--- src/design/ssp_pkg.sv ---
// Shared types and constants for the shortest-path block.
package ssp_pkg;

  localparam int VERTEX_BITS   = 4;
  localparam int WEIGHT_IN_BITS = 16;
  localparam int DIST_BITS     = 20;
  localparam int COUNT_BITS    = 5;
  localparam int RESULT_LIMIT  = 16;
  localparam int CFG_DATA_BITS = 5;
  localparam int CFG_INDEX_BITS = 1;

  localparam logic [DIST_BITS-1:0] DIST_INF = '1;
  localparam logic [DIST_BITS-1:0] DIST_TOP = DIST_INF - DIST_BITS'(1);

  localparam logic MODE_LOAD = 1'b0;
  localparam logic MODE_RUN  = 1'b1;

  localparam logic [CFG_INDEX_BITS-1:0] CFG_VERTEX_COUNT = 1'b0;
  localparam logic [CFG_INDEX_BITS-1:0] CFG_START_VERTEX = 1'b1;

  localparam logic [COUNT_BITS-1:0]  VERTEX_COUNT_RESET = 5'd16;
  localparam logic [VERTEX_BITS-1:0] START_VERTEX_RESET = 4'd0;

  typedef struct packed {
    logic                      mode;
    logic [VERTEX_BITS-1:0]    from_vertex;
    logic [VERTEX_BITS-1:0]    to_vertex;
    logic [WEIGHT_IN_BITS-1:0] edge_weight;
  } in_item_t;

  typedef struct packed {
    logic [VERTEX_BITS-1:0] vertex_index;
    logic [DIST_BITS-1:0]   distance;
    logic                   reachable;
    logic [VERTEX_BITS-1:0] predecessor;
    logic                   has_predecessor;
    logic                   last_result;
  } out_item_t;

  typedef enum logic [2:0] {
    ST_CLEAR,
    ST_IDLE,
    ST_INIT,
    ST_SEARCH,
    ST_DECIDE,
    ST_RELAX,
    ST_EMIT
  } ssp_state_t;

  typedef struct packed {
    logic clear;
    logic take;
    logic j_reset;
    logic search_reset;
    logic init_scan;
    logic search_scan;
    logic settle;
    logic relax_scan;
    logic emit;
  } ssp_cmd_t;

  typedef struct packed {
    logic clear_last;
    logic run_accepted;
    logic j_at_n;
    logic j_at_last;
    logic found;
    logic emit_fire;
  } ssp_status_t;

endpackage

--- src/design/ssp_ctrl.sv ---
// Sequencer for clearing, loading, initialisation, search, relaxation and result emission.
module ssp_ctrl import ssp_pkg::*; (
  input  logic        clk,
  input  logic        rst,
  input  ssp_status_t status,
  output ssp_cmd_t    cmd
);

  ssp_state_t state, state_next;

  always_ff @(posedge clk) begin
    if (rst) begin
      state <= ST_CLEAR;
    end else begin
      state <= state_next;
    end
  end

  always_comb begin
    state_next = state;
    case (state)
      ST_CLEAR:  if (status.clear_last) state_next = ST_IDLE;
      ST_IDLE:   if (status.run_accepted) state_next = ST_INIT;
      ST_INIT:   if (status.j_at_n) state_next = ST_SEARCH;
      ST_SEARCH: if (status.j_at_last) state_next = ST_DECIDE;
      ST_DECIDE: state_next = status.found ? ST_RELAX : ST_EMIT;
      ST_RELAX:  if (status.j_at_n) state_next = ST_SEARCH;
      ST_EMIT:   if (status.emit_fire && status.j_at_last) state_next = ST_IDLE;
      default:   state_next = ST_CLEAR;
    endcase
  end

  always_comb begin
    cmd = '0;
    case (state)
      ST_CLEAR: begin
        cmd.clear = 1'b1;
      end
      ST_IDLE: begin
        cmd.take    = 1'b1;
        cmd.j_reset = 1'b1;
      end
      ST_INIT: begin
        cmd.init_scan = 1'b1;
        if (status.j_at_n) begin
          cmd.j_reset      = 1'b1;
          cmd.search_reset = 1'b1;
        end
      end
      ST_SEARCH: begin
        cmd.search_scan = 1'b1;
      end
      ST_DECIDE: begin
        cmd.j_reset = 1'b1;
        cmd.settle  = status.found;
      end
      ST_RELAX: begin
        cmd.relax_scan = 1'b1;
        if (status.j_at_n) begin
          cmd.j_reset      = 1'b1;
          cmd.search_reset = 1'b1;
        end
      end
      ST_EMIT: begin
        cmd.emit = 1'b1;
      end
      default: begin
        cmd = '0;
      end
    endcase
  end

endmodule

--- config.mk ---
export PLATFORM = sky130hd
export DESIGN_NAME = ssp_ctrl
export DESIGN_NICKNAME = d
export VERILOG_FILES = /design/src/design/ssp_pkg.sv /design/src/design/ssp_ctrl.sv
export SDC_FILE = /design/constraint.sdc
export NUM_CORES = 1
export LEC_CHECK = 0
export ABC_AREA = 1
export BUFFER_PORTS_ARGS = -buffer_cell sky130_fd_sc_hd__buf_2
export CORE_AREA = 2 2 39 41
export DETAILED_ROUTE_END_ITERATION = 10
export DIE_AREA = 0 0 41 43
export HOLD_SLACK_MARGIN = 0.02
export SYNTH_ARGS = -nofsm -noshare
export SYNTH_HDL_FRONTEND = slang
export SYNTH_SLANG_ARGS = --single-unit
--- constraint.sdc ---
create_clock -name clk -period 1.2 [get_ports clk]
set_input_delay 0 -clock clk [delete_from_list [all_inputs] [get_ports clk]]
set_output_delay 0 -clock clk [all_outputs]
set_load 0.05 [all_outputs]
## Yosys cells after proc, flatten, opt, wreduce, memory -nomap -nowiden

Index checks and enable logic that the tools add are counted.

- Bits in latches: 0
- Bits of input ports: 8
- Bits in read-only memories: 0
- Bits in registers: 3
- Memories kept: 0
- Bits in writable memories: 0

- Divide/modulo/power cells: 0
- Eq/ne operators: 11
- Multiply operators: 0
- Reductions and logical operators: 5
- Add/sub/neg operators: 0
- Shift operators: 0
- Bitwise operators: 0
- $lt $le $gt $ge: 0
- Mux-type cells: 17

Operator list:

| operator | count |
|---|---|
| $pmux 3 s6 | 1 |
| $mux 3 | 5 |
| $eq 3x3->1 const B | 3 |
| $mux 1 | 8 |
| $ne 2x2->1 const B | 4 |
| $eq 3x2->1 const B | 2 |
| $reduce_and 5->1 | 1 |
| $mux 2 | 2 |
| $reduce_or 2->1 | 2 |
| $eq 3x1->1 const B | 1 |
| $logic_not 3->1 | 1 |
| $ne 2x1->1 const B | 1 |
| $pmux 1 s2 | 1 |
| $logic_and 1x1->1 | 1 |

## Longest topological paths before layout

Gate-level depths: netlist of run 1.

- Depth after elaboration: 4
- Depth in mapped cells: 8
- Depth with buffers taken out: 7

## Worst setup path after synthesis of run 1

No wires, ideal clock.

- Path kind: register -> output
- Start: register state[1]
- End: output cmd[6] (netlist name)
- Data required time: 1.200 ns
- Data arrival time: 1.707 ns
- Cell stages (with the launch flop): 6
- Path buffers: 1
- Setup slack: -0.507 ns
- Cells stage by stage: dfxtp_1 -> buf_6 -> inv_2 -> nand2_1 -> nor2_1 -> nand3b_1

RTL lines:

| what | line | RTL |
|---|---|---|
| start, declared | ssp_ctrl.sv:9 | `ssp_state_t state, state_next;` |
| start signal, assigned | ssp_ctrl.sv:15 | `state <= state_next;` |
| end, declared | ssp_ctrl.sv:6 | `output ssp_cmd_t cmd` |

==> results_dict.tcl, run 1 <==
set metrics [dict create \
    status "finished, violations left" \
    violations "setup timing" \
    setup_viol 2 \
    syn_to_final_growth_pct 94.3 \
    hold_path_depth 5 \
    grt_pass1_wl_mm 1.61 \
    rows 14 \
    p_leak_nw 0.355 \
    ys_seq_area_frac 0.182 \
    yosysWarnings 0 \
    diodes 0 \
    clk_pin_slew_ns 0.04 \
    ys_types 16 \
    slew_headroom 0.836 \
    hold_violations 0 \
    crit_path_end_kind "output pin" \
    clock_sinks 3 \
    setup_slack_ns -0.0248 \
    total_power_mw 2.14 \
    overflow 0 \
    r2r_cells 7 \
    crit_type "flip-flop to output pin" \
    start_util 0.239 \
    wl_mm 1.06 \
    final_cells 103 \
    crit_path_start_kind "flip-flop" \
    synth-seq-cells 3 \
    place.gp.congestion 0.812 \
    max-vdd-ir-drop_mv 2.06 \
    insertion_delay_ns 0.25 \
    finalInstanceArea_sq_um 642 \
    grt_pass1_vias 387 \
    die_y_um 43 \
    vias 457 \
    grt_usage 0.146 \
    rsz0062_at_grt "yes" \
    route.detailed.drc 0 \
    hp-class "input pin to flip-flop" \
    worstMarginPinSlew_ns 0.248 \
    grt_max_degree 7 \
    async_flop_share 0 \
    cts_inserted_buffers 3 \
    placedCellCount 94 \
    placedInstanceArea_sq_um 470 \
    coreArea_sq_um 1380 \
    synth_area_per_cell_sq_um 5.70 \
    fin_tns_setup_ns -0.0309 \
    maxSlewViolCount 0 \
    clockRootBuffer "clkbuf_4" \
    top_register "state" \
    drtIter0Drc 7 \
    clk_path_buf_depth 2 \
    wl_per_cell_um 10.3 \
    synth_area_sq_um 330 \
    htree_levels 1 \
    yosys_most_used_dff "dfxtp_1" \
    powerDensity_nw_per_um2 3340 \
    pin_count 17 \
    drt_first_pass_iters 4 \
    fin_nets 96 \
    syn_inst 58 \
    largest_register_ffs 3 \
    cp.required_ns 1.20 \
    numPortBuffers 16 \
    timing.max_cap.violations 0 \
    die_w_um 41 \
    viasPerCell 4.44 \
    reg_top3 "state: 3 flops" \
    dp_hpwl_um 687 \
    syn-num-nets 66 \
    dieArea_sq_um 1760 \
    layout_min_cycle_time_ns 1.22 \
    fillers 144 \
    finalCritPeriodShare 1.02 \
    synth_edf_count 0 \
    cts_tree "yes" \
    critical_path_arrival_ns 1.22 \
    layout-drive-gt1-share 0.598 \
    postRouteAntennaNets 0 \
    critPathMaxFanout 6 \
    fin_skew_ns 0.0107 \
    timing.fmax_mhz 816 \
    antenna_found_initial 0 \
]
-- power breakdown --
| part | leakage, nW | switching, mW | internal [mW] |
|---|---|---|---|
| logic | 0.313 | 1.02 | 0.647 |
| clock network | 0.0150 | 0.0680 | 0.126 |
| registers | 0.0264 | 0.106 | 0.170 |
-- stage by stage --
stage	hold slack, ns	util	setup WS, ns
after floorplan	0.154	-	-0.273
after global routing	0.231	0.464	-0.0852
final	0.149	0.464	-0.0248
after detailed placement	0.267	0.340	0.0164
after CTS	0.171	0.410	-0.0391
after global placement	0.265	0.340	0.0220
-- cell usage after synthesis, types with 2 or more instances --
cell | number | area, sq um
nand3b_1 | 2 | 15.0
buf_6 | 2 | 22.5
nand3_1 | 4 | 20.0
dfxtp_1 | 3 | 60.1
inv_1 | 10 | 37.5
a21oi_1 | 3 | 15.0
nand2_1 | 13 | 48.8
nand4_1 | 3 | 18.8
inv_2 | 2 | 7.51
nor2_1 | 9 | 33.8
nor3_1 | 2 | 10.0
-- cells by family after synthesis --
kind of cell,Yosys count,synth area share
AO/OA/AOI/OAI,5,0.0871
AND/OR/NAND/NOR,36,0.527
buffers and inverters,14,0.205
flip-flops,3,0.182
-- final timing paths --
check,startpoint,end,slack (ns)
max reg2reg,state[1],state[2],-0.01
min,status[1],state[0],0.15
min reg2reg,state[2],state[2],0.57
max,state[1],cmd[6],-0.02
-- timing repair --
action                                 CTS  global route
setup endpoints to repair                8            10
pin swaps                                2             2
gates resized for setup                 16            19
buffers inserted                         3             1
hold buffers                             1             0
endpoints found under the hold margin    3             0
-- cell type report --
type	count	area, sq um	share of cell area
Multi-Input combinational cell	41	270	0.421
Timing Repair Buffer	27	204	0.318
Sequential cell	3	68.8	0.107
Inverter	12	52.6	0.0819
Clock buffer	4	26.3	0.0409
Tap cell	16	20.0	0.0312
-- worst max-delay path, stage by stage (launching register included) --
cell	delay, ns
dfxtp_4	0.37
inv_4	0.08
nand2_4	0.06
o21ai_4	0.14
nand2_2	0.07
nand3b_1	0.09
buf_6	0.16
-- layout by cell type (no fill, tap or decap) --
master	netlist	layout
inv_1	10	9
nor2_1	9	6
buf_6	2	5
nand2_4	0	2
a21oi_1	3	3
clkbuf_4	0	5
nand4_1	3	3
nand3_4	0	1
inv_4	0	3
o21ai_4	0	1
nand3_1	4	2
o21ai_0	1	1
nand2_2	1	5
clkbuf_1	0	1
nand3_2	1	2
nand3b_1	2	2
nor2_4	1	1
dfxtp_2	0	1
nor3_2	0	2
buf_2	0	8
dfxtp_4	0	2
dlygate4sd3_1	0	1
nand2_1	13	7
buf_4	0	11
nor2_2	0	3
-- metal layers --
metal	vias to the layer above	share of wire	GRT usage
li1	241	-	-
met1	197	0.38	0.166
met2	15	0.52	0.200
met3	4	0.051	0.0314
met4	0	0.047	0.160
met5	-	0	0
No activity file was read; power rests on OpenSTA's default activity.
==> run 2, diff against run 1 <==
Settings changed: BUFFER_PORTS_ARGS -buffer_cell sky130_fd_sc_hd__buf_2 to default, DONT_BUFFER_PORTS from default to 1.
==> run 2 against run 1 <==
Against the previous run:
- the run still ends with setup timing left
- routed wire length rose by 11%
- worst hold slack got worse by 0.053 ns
- clock-buffer cell count did not move
- global-route usage rose by 0.11 points
- core utilization rose by 2.1 points
- critical endpoint is now state[1]
- largest cell class unchanged
- largest power group unchanged
==> results_dict.tcl, run 2 (synthesis results as in run 1) <==
set metrics [dict create \
    fin_util 0.485 \
    ff_latch_area_sq_um 71.3 \
    postRouteAntennaNets 0 \
    htree_levels 1 \
    layout-drive-gt1-share 0.580 \
    largest_register_ffs 3 \
    crit_path_start_kind "flip-flop" \
    min_from "status[1]" \
    diodes 0 \
    timing.rr.end "state[1]" \
    max-vdd-ir-drop_mv 1.76 \
    die_w_um 41 \
    place.gp.congestion 0.843 \
    finalCritPeriodShare 1.04 \
    r2r_slack_ns -0.05 \
    clockRootBuffer "clkbuf_4" \
    route.detailed.drc 0 \
    overflow 0 \
    crit_path_end_kind "flip-flop" \
    antenna_found_initial 0 \
    wl_per_cell_um 12.1 \
    crit_type "flip-flop to flip-flop" \
    dp_hpwl_um 755 \
    cts_tree "yes" \
    status "finished, violations left" \
    cp.required_ns 1.36 \
    wl_mm 1.17 \
    pin_count 17 \
    final_cell_mix "buf_4 (11), inv_1 (8), nand2_1 (8)" \
    multi_input_area_sq_um 263 \
    slew_headroom 0.867 \
    final_common_cell "buf_4" \
    cts_inserted_buffers 3 \
    r2r_cells 8 \
    p_leak_nw 0.336 \
    clock_sinks 3 \
    grt_pass1_wl_mm 1.81 \
    grt_max_degree 8 \
    fillers 145 \
    grt_usage 0.147 \
    powerDensity_nw_per_um2 3520 \
    numPortBuffers 0 \
    die_y_um 43 \
    hold_violations 0 \
    rows 14 \
    rsz0062_at_grt "yes" \
    fin_skew_ns 0.0000763 \
    clk_pin_slew_ns 0.04 \
    fin_nets 90 \
    grt_pass1_vias 456 \
    reg2reg_from "state[1]" \
    drtIter0Drc 8 \
    worstMarginPinSlew_ns 0.199 \
    hold_path_depth 4 \
    viasPerCell 4.72 \
    layout_min_cycle_time_ns 1.25 \
    dieArea_sq_um 1760 \
    syn_to_final_growth_pct 103 \
    dp_slack_ns -0.0804 \
    vias 458 \
    setup_viol 4 \
    critPathMaxFanout 6 \
    worstHoldEndpoint "state[0]" \
    clk_path_buf_depth 2 \
    setup_slack_ns -0.0519 \
    coreArea_sq_um 1380 \
    timing.max_cap.violations 0 \
    hp-class "input pin to flip-flop" \
    finalInstanceArea_sq_um 671 \
    violations "setup timing" \
    start_util 0.239 \
    reg_top3 "state: 3 flops" \
    top_register "state" \
    insertion_delay_ns 0.23 \
    critical_path_arrival_ns 1.41 \
    placedInstanceArea_sq_um 505 \
    drt_first_pass_iters 4 \
    maxSlewViolCount 0 \
    timing.fmax_mhz 799 \
]
## run 2: metal layers
metal | routed length [um] | vias up | global-route usage | part of all wire
met2 | 663 | 14 | 0.244 | 0.56
met3 | 49 | 2 | 0.0524 | 0.042
met4 | 14 | 0 | 0.0400 | 0.012
li1 | - | 229 | - | -
met1 | 446 | 213 | 0.170 | 0.38
met5 | 0 | - | 0 | 0
## run 2: area by class of cell
| cell class | instances | area share |
|---|---|---|
| clock buffer | 4 | 0.0392 |
| inverter | 12 | 0.0784 |
| multi-input combinational | 41 | 0.392 |
| sequential | 3 | 0.106 |
| tap | 16 | 0.0299 |
| timing repair buffer | 21 | 0.354 |
## run 2: metrics by stage
step	setup TNS, ns	hold WS [ns]	instances	power [mW]
finish	-0.156	0.0957	97	2.36
global route	-0.518	0.136	97	2.50
detailed placement	-0.173	0.189	85	1.76
floorplan	-0.273	0.154	58	1.24
global placement	0	0.180	85	1.73
CTS	-0.0501	0.0965	95	2.13
## run 2: power breakdown
group          internal, mW  leakage, nW  switching [mW]
combinational         0.816        0.295            1.09
sequential            0.177       0.0267           0.101
clock                 0.124       0.0150          0.0499
total                  1.12        0.336            1.24
## run 2: how the worst max path moves through the flow
stage	slack, ns	end	startpoint	depth (start not counted)
finish	-0.05	state[1]	state[1]	8
global route	-0.13	state[1]	state[1]	8
CTS	-0.04	cmd[6]	state[1]	6
detailed placement	-0.08	state[0]	state[1]	7
global placement	0.01	state[0]	state[1]	7
floorplan	-0.27	cmd[6]	state[1]	5
## run 2: what timing repair did
| item | 4_1_cts | 5_1_grt |
|---|---|---|
| setup buffers | 5 | 2 |
| hold buffers | 1 | 0 |
| gates resized for setup | 12 | 15 |
| pin swaps | 3 | 3 |
| setup endpoints to repair | 8 | 8 |
| hold endpoints to repair | 3 | 0 |
| cloned | 0 | 0 |
## run 2: critical path, cell delays in order, from the launching register on
cell	delay (ns)
dfxtp_4	0.38
inv_4	0.06
buf_6	0.11
nand4_1	0.08
nand2_2	0.07
nor2_4	0.20
buf_4	0.14
a21oi_1	0.05
nor2_1	0.09
